### src/rtl/sprite_layer_compositor_assert.svh
// ----------------------------------------------------------------------------
// Sprite layer compositor assertion macros
// Concurrent assertion shorthands used by the compositor RTL, clocked on the
// rising edge and held off while reset is asserted.
// ----------------------------------------------------------------------------
`ifndef SPRITE_LAYER_COMPOSITOR_ASSERT_SVH
`define SPRITE_LAYER_COMPOSITOR_ASSERT_SVH

// Same-cycle implication.
`define SLC_ASSERT_NOW(lbl, clk_s, rstn_s, ante, cons) \
  lbl: assert property (@(posedge clk_s) disable iff (!rstn_s) (ante) |-> (cons)) \
    else $error("same-cycle check failed");

// Next-cycle implication.
`define SLC_ASSERT_NEXT(lbl, clk_s, rstn_s, ante, cons) \
  lbl: assert property (@(posedge clk_s) disable iff (!rstn_s) (ante) |=> (cons)) \
    else $error("next-cycle check failed");

`endif

### src/rtl/slc_pkg.sv
// ----------------------------------------------------------------------------
// Sprite layer compositor package
// Frame geometry, field codes and the shared multiplier result type.
// ----------------------------------------------------------------------------
package slc_pkg;

  localparam int MAX_DIM     = 256;
  localparam int FRAME_WORDS = MAX_DIM * MAX_DIM;
  localparam int ADDR_W      = $clog2(FRAME_WORDS);
  localparam int COORD_W     = $clog2(MAX_DIM);
  localparam int DIM_W       = 9;
  localparam int PROD_W      = 20;

  localparam logic [4:0] MODE_MULTIPLY = 5'd1;
  localparam logic       ACT_BLEND     = 1'b0;
  localparam logic       ACT_READ      = 1'b1;

  localparam logic CFG_FRAME_WIDTH  = 1'b0;
  localparam logic CFG_FRAME_HEIGHT = 1'b1;

  typedef struct packed {
    logic signed [PROD_W-1:0] prod;  // plain product
    logic        [7:0]        rnd;   // rounded 8-bit product, low byte
  } slc_mul_res_t;

endpackage

### src/rtl/slc_mul_unit.sv
// ----------------------------------------------------------------------------
// Sprite layer compositor shared multiplier
// Signed by unsigned product with the rounded 8-bit scaling step; used for
// the address, the multiply mode and every interpolation.
// ----------------------------------------------------------------------------
module slc_mul_unit (
  input  logic signed [9:0]      op_a,
  input  logic        [8:0]      op_b,
  output slc_pkg::slc_mul_res_t  res
);
  import slc_pkg::*;

  logic signed [PROD_W-1:0] prod;
  logic signed [PROD_W:0]   t;
  logic signed [PROD_W+1:0] sum;

  always_comb begin
    prod = PROD_W'(op_a * $signed({1'b0, op_b}));
    // t = a*b + 0x80, then ((t >> 8) + t) >> 8 with floor shifts
    t    = (PROD_W+1)'(prod) + (PROD_W+1)'(signed'(9'sh080));
    sum  = (PROD_W+2)'(t >>> 8) + (PROD_W+2)'(t);
    res.prod = prod;
    res.rnd  = sum[15:8];
  end

endmodule

### config.mk
export PLATFORM = sky130hd
export DESIGN_NAME = slc_mul_unit
export DESIGN_NICKNAME = d
export VERILOG_FILES = /design/src/rtl/sprite_layer_compositor_assert.svh /design/src/rtl/slc_pkg.sv /design/src/rtl/slc_mul_unit.sv
export SDC_FILE = /design/constraint.sdc
export NUM_CORES = 1
export LEC_CHECK = 0
export BUFFER_PORTS_ARGS = -buffer_cell sky130_fd_sc_hd__buf_2
export CAP_MARGIN = 20
export CORE_MARGIN = 4
export CORE_UTILIZATION = 50
export DETAILED_ROUTE_END_ITERATION = 7
export GPL_TIMING_DRIVEN = 0
export PLACE_DENSITY = 0.79
export SYNTH_ARGS = -nofsm -noshare
export SYNTH_HDL_FRONTEND = slang
export SYNTH_SLANG_ARGS = --single-unit
### constraint.sdc
create_clock -name vclk -period 12.2
set_input_delay 1.22 -clock vclk [all_inputs]
set_output_delay 1.22 -clock vclk [all_outputs]
set_load 0.05 [all_outputs]
* Yosys cells after proc, flatten, opt, wreduce, memory -nomap -nowiden
Index checks and enable logic that the tools add are counted.
** Word-level totals
- Register bits :: 0
- Latch bits :: 0
- Bits in writable memories :: 0
- Bits in read-only memories :: 0
- Bits of input ports :: 19
- Output and inout port bits :: 28
- Word-level logic and storage cells :: 3
- Memories kept :: 0
** Cells by class
- $add $sub $neg :: 2
- Multipliers :: 1
- Divide/modulo/power cells :: 0
- Magnitude comparators :: 0
- Equality and inequality tests :: 0
- Shift operators :: 0
- Multiplexer cells :: 0
- Bitwise operators :: 0
- Reductions and logical operators :: 0
** Operators by type and width (number)
- $add A20 B9 Y21 const B :: 1
- $mul A10 B10 Y20 :: 1
- $add A13 B16 Y16 :: 1

* Depth between registers and ports, before layout
Gate-level depths: netlist (run 1).
- Depth in word-level cells :: 3
- Gate-level depth with buffers :: 32
- Mapped depth without buffers :: 31

* Worst setup path before layout (run 1)
No wires, ideal clock.
- Path kind :: in2out
- Start point :: in op_b[3]
- End point :: out res[7] (netlist name)
- Arrival :: 9.262 ns
- Required time :: 10.980 ns
- Setup slack :: 1.718 ns
- Stages :: 29
- Path buffers :: 1
- Cells stage by stage :: clkbuf_1 > nand2_1 > fa_1 > inv_1 > fa_1 > ha_1 > fa_1 > inv_1 > fa_1 > inv_1 > ha_1 > o211ai_1 > o21ai_2 > xor2_1 > ha_1 > nand3_1 > nor4_1 > nand2_1 > xnor2_1 > ha_1 > o21ai_0 > nor2_1 > o22ai_1 > o311ai_0 > a21oi_1 > inv_1 > a21oi_1 > a211oi_2 > xor2_1
** RTL lines
- start: declaration :: RTL line slc_mul_unit.sv:8 : input logic [8:0] op_b,
- end: declaration :: RTL line slc_mul_unit.sv:9 : output slc_pkg::slc_mul_res_t res

==> reports/qor.log, run 1 <==
[yosys] Yosys cell types 63
[route] DRT Pass-1 Iters 4
[timing] RSZ-0062 raised after global routing false
[cts] Hold Buf Count CTS 0
[cts] Post-CTS Setup Bufs 0
[hold_path] start point of the worst hold path op_a[0]
[yosys] area share of the largest cell type after synthesis 0.334
[worst_setup_path] required time worst endpoint 10.98 ns
[global_route] global-route wire length before repair 19.1 mm
[global_route] antenna violations before repair 0
[place] routability congestion estimate 0.872
[worst_setup_path] Max Fanout on Critical Path 10
[route] Avg WL per Cell 14.0 um
[final_layout] layout cell share with drive strength beyond 1 0.106
[yosys] synthesized instance count 574
[worst_setup_path] type of the worst setup path input port to output port
[yosys] share of the synthesized area in compound gates (AO/OA/AOI/OAI) 0.121
[place] quantity of I/O buffers inserted on ports 38
[timing] Period minus WS final 10.73 ns
[cts] PostCTS Resize Cnt 0
[global_route] Congestion Overflow GR 0
[route] remaining design rule violation count 0
[yosys] number of warnings printed during yosys synthesis 0
[route] Routed WL 10.4 mm
[route] drt initial violations 169
[final_layout] Seq. cell area 0 um2
[timing] fmax 0.0932 GHz
[timing] total count of hold-check failures in the final report 0
[yosys] xor and xnor area share after synthesis 0.0603
[worst_setup_path] most frequent cell on the critical path inv_1
[route] total via count after detailed routing 4021
[yosys] synthesized net count 733
[yosys] area of the mapped netlist 4790 um2
[die] die area 11200 um2
[die] Die Height 106 um
[yosys] cells taking the most area after synthesis fa_1, ha_1, inv_1
[place] DP Wirelength 9.03 mm
[die] starting density of the core 0.516
[worst_setup_path] type of origin of the critical path input port
[timing] Setup TNS Final 0 ns
[route] ratio of routed vias to standard cells 5.43
[hold_path] hold-critical path depth 3
[run_status] outcome finished, final reports clean
[yosys] adder and majority gate portion of the synthesized area 0.491
[yosys] proportion of synthesized chip area in sequential cells 0
[final_layout] sequential cells 0
[final_layout] Synth-to-Final Area Change 7.33%
[die] I/O pins 47
[global_route] Tot GR Track Use 0.198
[hold_path] Hold/Removal Path Class input port to output port
[timing] pin slew with the least headroom to its limit 0.805 ns
[yosys] mean post-synth cell area 8.35 um2
[global_route] via count of the first global-routing pass 4385
[timing] number of pins with negative max-slew slack in the final report 0
[worst_setup_path] Worst path slowest cell o311ai_0
[worst_setup_path] nature of the critical path endpoint output port
[timing] final setup violation count 0
[hold_path] worst hold path endpoint res[8]
[final_layout] number of antenna repair diodes 0
[final_layout] number of fill cells in the layout 873
[die] area of the placeable core 9280 um2
[die] floorplan die width 106 um
[global_route] largest net degree at the start of global routing 12
[final_layout] footprint of the multi-input gates 4220 um2
[yosys] library cell with the largest summed area after synthesis fa_1
[worst_setup_path] peak per-stage delay on the critical path 0.69 ns
[yosys] combinational family with the most area after synthesis adder cells
[yosys] share of cell area taken by muxes after synthesis 0.00209
[final_layout] clock tree buffer count of the final layout 0
[timing] period utilisation layout 0.879
[worst_setup_path] arrival time of data at the critical path endpoint 9.51 ns
[route] remaining number of nets flagged by the antenna check after routing 0
[timing] remaining max-slew budget at the tightest pin 0.456
[run] max-cap violations 0
[yosys] synthesized-area fraction occupied by and/or/nand/nor cells 0.205
[die] number of core rows 35
[final_layout] net count reported at finish 773
layout make-up:
cell class                 instances  area share
tap                              129      0.0314
inverter                         126      0.0919
buffer                            17      0.0199
multi-input combinational        431       0.820
timing repair buffer              38      0.0370
critical path: cells and delay by family:
family                     cells  cell delay, ns
xor gates and xnor gates       2            0.36
AOI/OAI and AO/OA              6            1.81
and+or+nand+nor                5            1.51
buffers and inverters          9            1.19
adders and majority gates      7            3.41
layout by cell type, fill, tap and decap left out, types with 2 or more instances in the layout:
cell type | netlist | routed
nand3b_1 | 3 | 3
a21oi_1 | 15 | 15
a21o_2 | 3 | 3
nand2_1 | 54 | 54
inv_1 | 125 | 125
o311ai_0 | 2 | 2
nor3_1 | 11 | 11
o2111ai_1 | 4 | 4
o211ai_1 | 7 | 7
o21ai_0 | 9 | 9
a211oi_1 | 5 | 5
a211oi_2 | 2 | 2
a21boi_0 | 2 | 2
nand2b_1 | 2 | 2
xor2_1 | 8 | 8
ha_1 | 60 | 60
xnor2_1 | 25 | 25
o211a_1 | 2 | 2
o21a_1 | 7 | 7
a21o_1 | 5 | 5
buf_2 | 2 | 40
nand4_1 | 3 | 3
nor2_1 | 19 | 19
or2_2 | 4 | 4
nor4b_1 | 2 | 2
nor2b_1 | 6 | 6
fa_1 | 80 | 80
and2_1 | 55 | 55
clkbuf_1 | 12 | 12
nand3_1 | 5 | 5
nor4_1 | 3 | 3
logic make-up (layout without fill, tap and decap cells):
kind of cell,count (synthesis),count (layout)
and+or+nand+nor,180,180
buffers and inverters,143,181
adders and majority gates,140,140
AOI/OAI and AO/OA,77,77
xor gates and xnor gates,33,33
muxes,1,1
per-layer routing:
metal  track usage  up-vias  share of wire
li1              -     1906              -
met2         0.392       87           0.54
met3       0.00668       13          0.032
met5             0        -              0
met1         0.245     2015           0.42
met4        0.0250        0         0.0099
how the worst max path moves through the flow:
| stage | start | end | slack [ns] | cells past startpoint |
|---|---|---|---|---|
| global placement | op_b[2] | res[7] | 1.93 | 27 |
| floorplan | op_b[3] | res[7] | 1.72 | 29 |
| detailed placement | op_b[1] | res[7] | 1.53 | 29 |
| global route | op_b[1] | res[7] | 0.97 | 29 |
| CTS | op_b[1] | res[7] | 1.50 | 29 |
| finish | op_b[1] | res[7] | 1.47 | 29 |
synthesized netlist by cell type (3+ instances only):
library cell	instances
and2_1	55
or2_2	4
nor3_1	11
nand3b_1	3
xnor2_1	25
a211oi_1	5
nor2b_1	6
a21o_1	5
ha_1	60
nor4_1	3
clkbuf_1	12
o21a_1	7
o21ai_0	9
nand2_1	54
o2111ai_1	4
a21oi_1	15
a21o_2	3
nor2_1	19
fa_1	80
o211ai_1	7
nand3_1	5
nand4_1	3
xor2_1	8
inv_1	125
through the flow:
stage | cells | hold WS (ns) | instance area [um2] | setup WS [ns] | utilization
2_1_floorplan | 574 | 2.72 | 4790 | 1.72 | -
3_3_place_gp | 741 | 2.94 | 5140 | 1.93 | 0.554
3_5_place_dp | 741 | 2.96 | 5140 | 1.53 | 0.554
4_1_cts | 741 | 2.96 | 5140 | 1.50 | 0.554
5_1_grt | 741 | 2.97 | 5140 | 0.967 | 0.554
6_report | 741 | 2.96 | 5140 | 1.47 | 0.554
Power of run 1 is left out: the tool's default activity adds up to more than one toggle a clock period on the data nets, which glitch-free logic cannot reach.
==> run 2, diff against run 1 <==
--- a/config.mk
+++ b/config.mk
@@ -8,10 +8,10 @@
 export BUFFER_PORTS_ARGS = -buffer_cell sky130_fd_sc_hd__buf_2
 export CAP_MARGIN = 20
 export CORE_MARGIN = 4
-export CORE_UTILIZATION = 50
+export CORE_UTILIZATION = 30
 export DETAILED_ROUTE_END_ITERATION = 7
 export GPL_TIMING_DRIVEN = 0
-export PLACE_DENSITY = 0.79
+export PLACE_DENSITY = 0.56
 export SYNTH_ARGS = -nofsm -noshare
 export SYNTH_HDL_FRONTEND = slang
 export SYNTH_SLANG_ARGS = --single-unit
==> run 2 against run 1 <==
  * Design area is 2.0% higher
  * Via count down 1.6%
  * Routed wire length is 3.4% higher
  * Non-clock buffer count unchanged
  * Worst hold slack worse by 0.0018 ns
  * Die area increased by 61%
==> reports/qor.log, run 2 (same netlist as run 1, synthesis figures left out) <==
[run_status] outcome finished, final reports clean
[timing] pin slew with the least headroom to its limit 0.839 ns [+0.0344 ns]
[final_layout] Seq. cell area 0 um2 [unchanged]
[route] drt initial violations 108 [-36%]
[die] Die Height 134 um [+27%]
[worst_setup_path] nature of the critical path endpoint output port
[hold_path] start point of the worst hold path op_a[0]
[timing] fmax 0.0942 GHz [+1.0%]
[timing] worst hold slack across all endpoints 2.96 ns [-0.00181 ns]
[timing] Setup TNS Final 0 ns [unchanged]
[final_layout] number of antenna repair diodes 0 [unchanged]
[cts] Hold Buf Count CTS 0 [unchanged]
[final_layout] layout cell share with drive strength beyond 1 0.106 [unchanged]
[worst_setup_path] type of the worst setup path input port to output port
[final_layout] top library cells by usage in the layout, fill and taps aside inv_1, fa_1, ha_1, and2_1, nand2_1
[run] max-cap violations 0 [unchanged]
[worst_setup_path] arrival time of data at the critical path endpoint 9.40 ns [-0.11 ns]
[die] number of core rows 45 [+29%]
[hold_path] worst hold path endpoint res[8]
[timing] number of pins with negative max-slew slack in the final report 0 [unchanged]
[final_layout] sequential cells 0 [unchanged]
[die] floorplan die width 134 um [+27%]
[place] DP Wirelength 9.50 mm [+5.2%]
[cts] Post-CTS Setup Bufs 0 [unchanged]
[worst_setup_path] type of origin of the critical path input port
[die] die area 18100 um2 [+61%]
[global_route] Tot GR Track Use 0.126 [-0.0726]
[route] remaining design rule violation count 0 [unchanged]
[worst_setup_path] Max Fanout on Critical Path 9 [-1]
[place] quantity of I/O buffers inserted on ports 38 [unchanged]
[final_layout] clock tree buffer count of the final layout 0 [unchanged]
[route] ratio of routed vias to standard cells 4.81 [-11%]
[die] area of the placeable core 15400 um2 [+66%]
[worst_setup_path] peak per-stage delay on the critical path 0.75 ns [+0.06 ns]
[global_route] global-route wire length before repair 19.5 mm [+2.5%]
[global_route] via count of the first global-routing pass 4370 [-0.34%]
[route] Routed WL 10.7 mm [+3.4%]
[route] remaining number of nets flagged by the antenna check after routing 0 [unchanged]
[hold_path] hold-critical path depth 3 [unchanged]
[final_layout] fin util 0.340 [-0.214]
[die] I/O pins 47 [unchanged]
[route] DRT Pass-1 Iters 4 [unchanged]
[global_route] largest net degree at the start of global routing 12 [unchanged]
[route] Avg WL per Cell 13.1 um [-6.9%]
[timing] total count of hold-check failures in the final report 0 [unchanged]
[cts] PostCTS Resize Cnt 0 [unchanged]
[worst_setup_path] required time worst endpoint 10.98 ns [about the same]
[final_layout] most common cell after layout, fill and taps aside inv_1
[global_route] Congestion Overflow GR 0 [unchanged]
[final_layout] net count reported at finish 773 [unchanged]
[timing] remaining max-slew budget at the tightest pin 0.433 [-0.0232]
[timing] period utilisation layout 0.870 [-0.00879]
[timing] final setup violation count 0 [unchanged]
[final_layout] Synth-to-Final Area Change 9.48%
[die] starting density of the core 0.311 [-0.206]
[timing] RSZ-0062 raised after global routing false
[hold_path] Hold/Removal Path Class input port to output port
[route] total via count after detailed routing 3957 [-1.6%]
[place] routability congestion estimate 0.787 [-9.7%]
[worst_setup_path] Worst path slowest cell o311ai_0
[global_route] antenna violations before repair 0 [unchanged]
[timing] Period minus WS final 10.62 ns [-0.107 ns]
-- run 2: cell counts in the layout (fill, tap and decap cells not counted) --
No cell type changed its count.
-- run 2: layer usage --
metal,routed length [um],global-route usage
met1,4930,0.162
met4,38,0.00566
met5,0,0
met3,237,0.00488
met2,5540,0.245
-- run 2: per-stage QoR --
| step | worst slack (ns) | cells | instance area, um2 |
|---|---|---|---|
| global route | 0.791 | 823 | 5250 |
| global placement | 1.82 | 823 | 5250 |
| floorplan | 1.72 | 574 | 4790 |
| CTS | 1.53 | 823 | 5250 |
| finish | 1.58 | 823 | 5250 |
| detailed placement | 1.55 | 823 | 5250 |
-- run 2: worst max-delay path, delay by kind of cell --
| kind | cells | cell delay (ns) |
|---|---|---|
| adder cells (fa/ha/maj) | 7 | 3.18 |
| AO/OA/AOI/OAI | 8 | 1.94 |
| AND/OR/NAND/NOR | 5 | 1.40 |
| buffers and inverters | 8 | 1.11 |
| XOR/XNOR | 2 | 0.53 |
-- run 2: worst max path at each step --
stage                        from     end  slack [ns]  cells past startpoint
after floorplan           op_b[3]  res[7]        1.72                     29
after global placement    op_b[2]  res[7]        1.82                     27
after detailed placement  op_a[5]  res[7]        1.55                     30
after CTS                 op_a[5]  res[7]        1.53                     30
after global routing      op_a[5]  res[7]        0.79                     30
final                     op_a[5]  res[7]        1.58                     30
-- run 2: layout make-up --
cell class / count / area (um2)
fill: 1665 / 10200
multi-input combinational: 431 / 4220
inverter: 126 / 473
tap: 211 / 264
timing repair buffer: 38 / 190
buffer: 17 / 103
Power of run 2 is left out for the same reason.
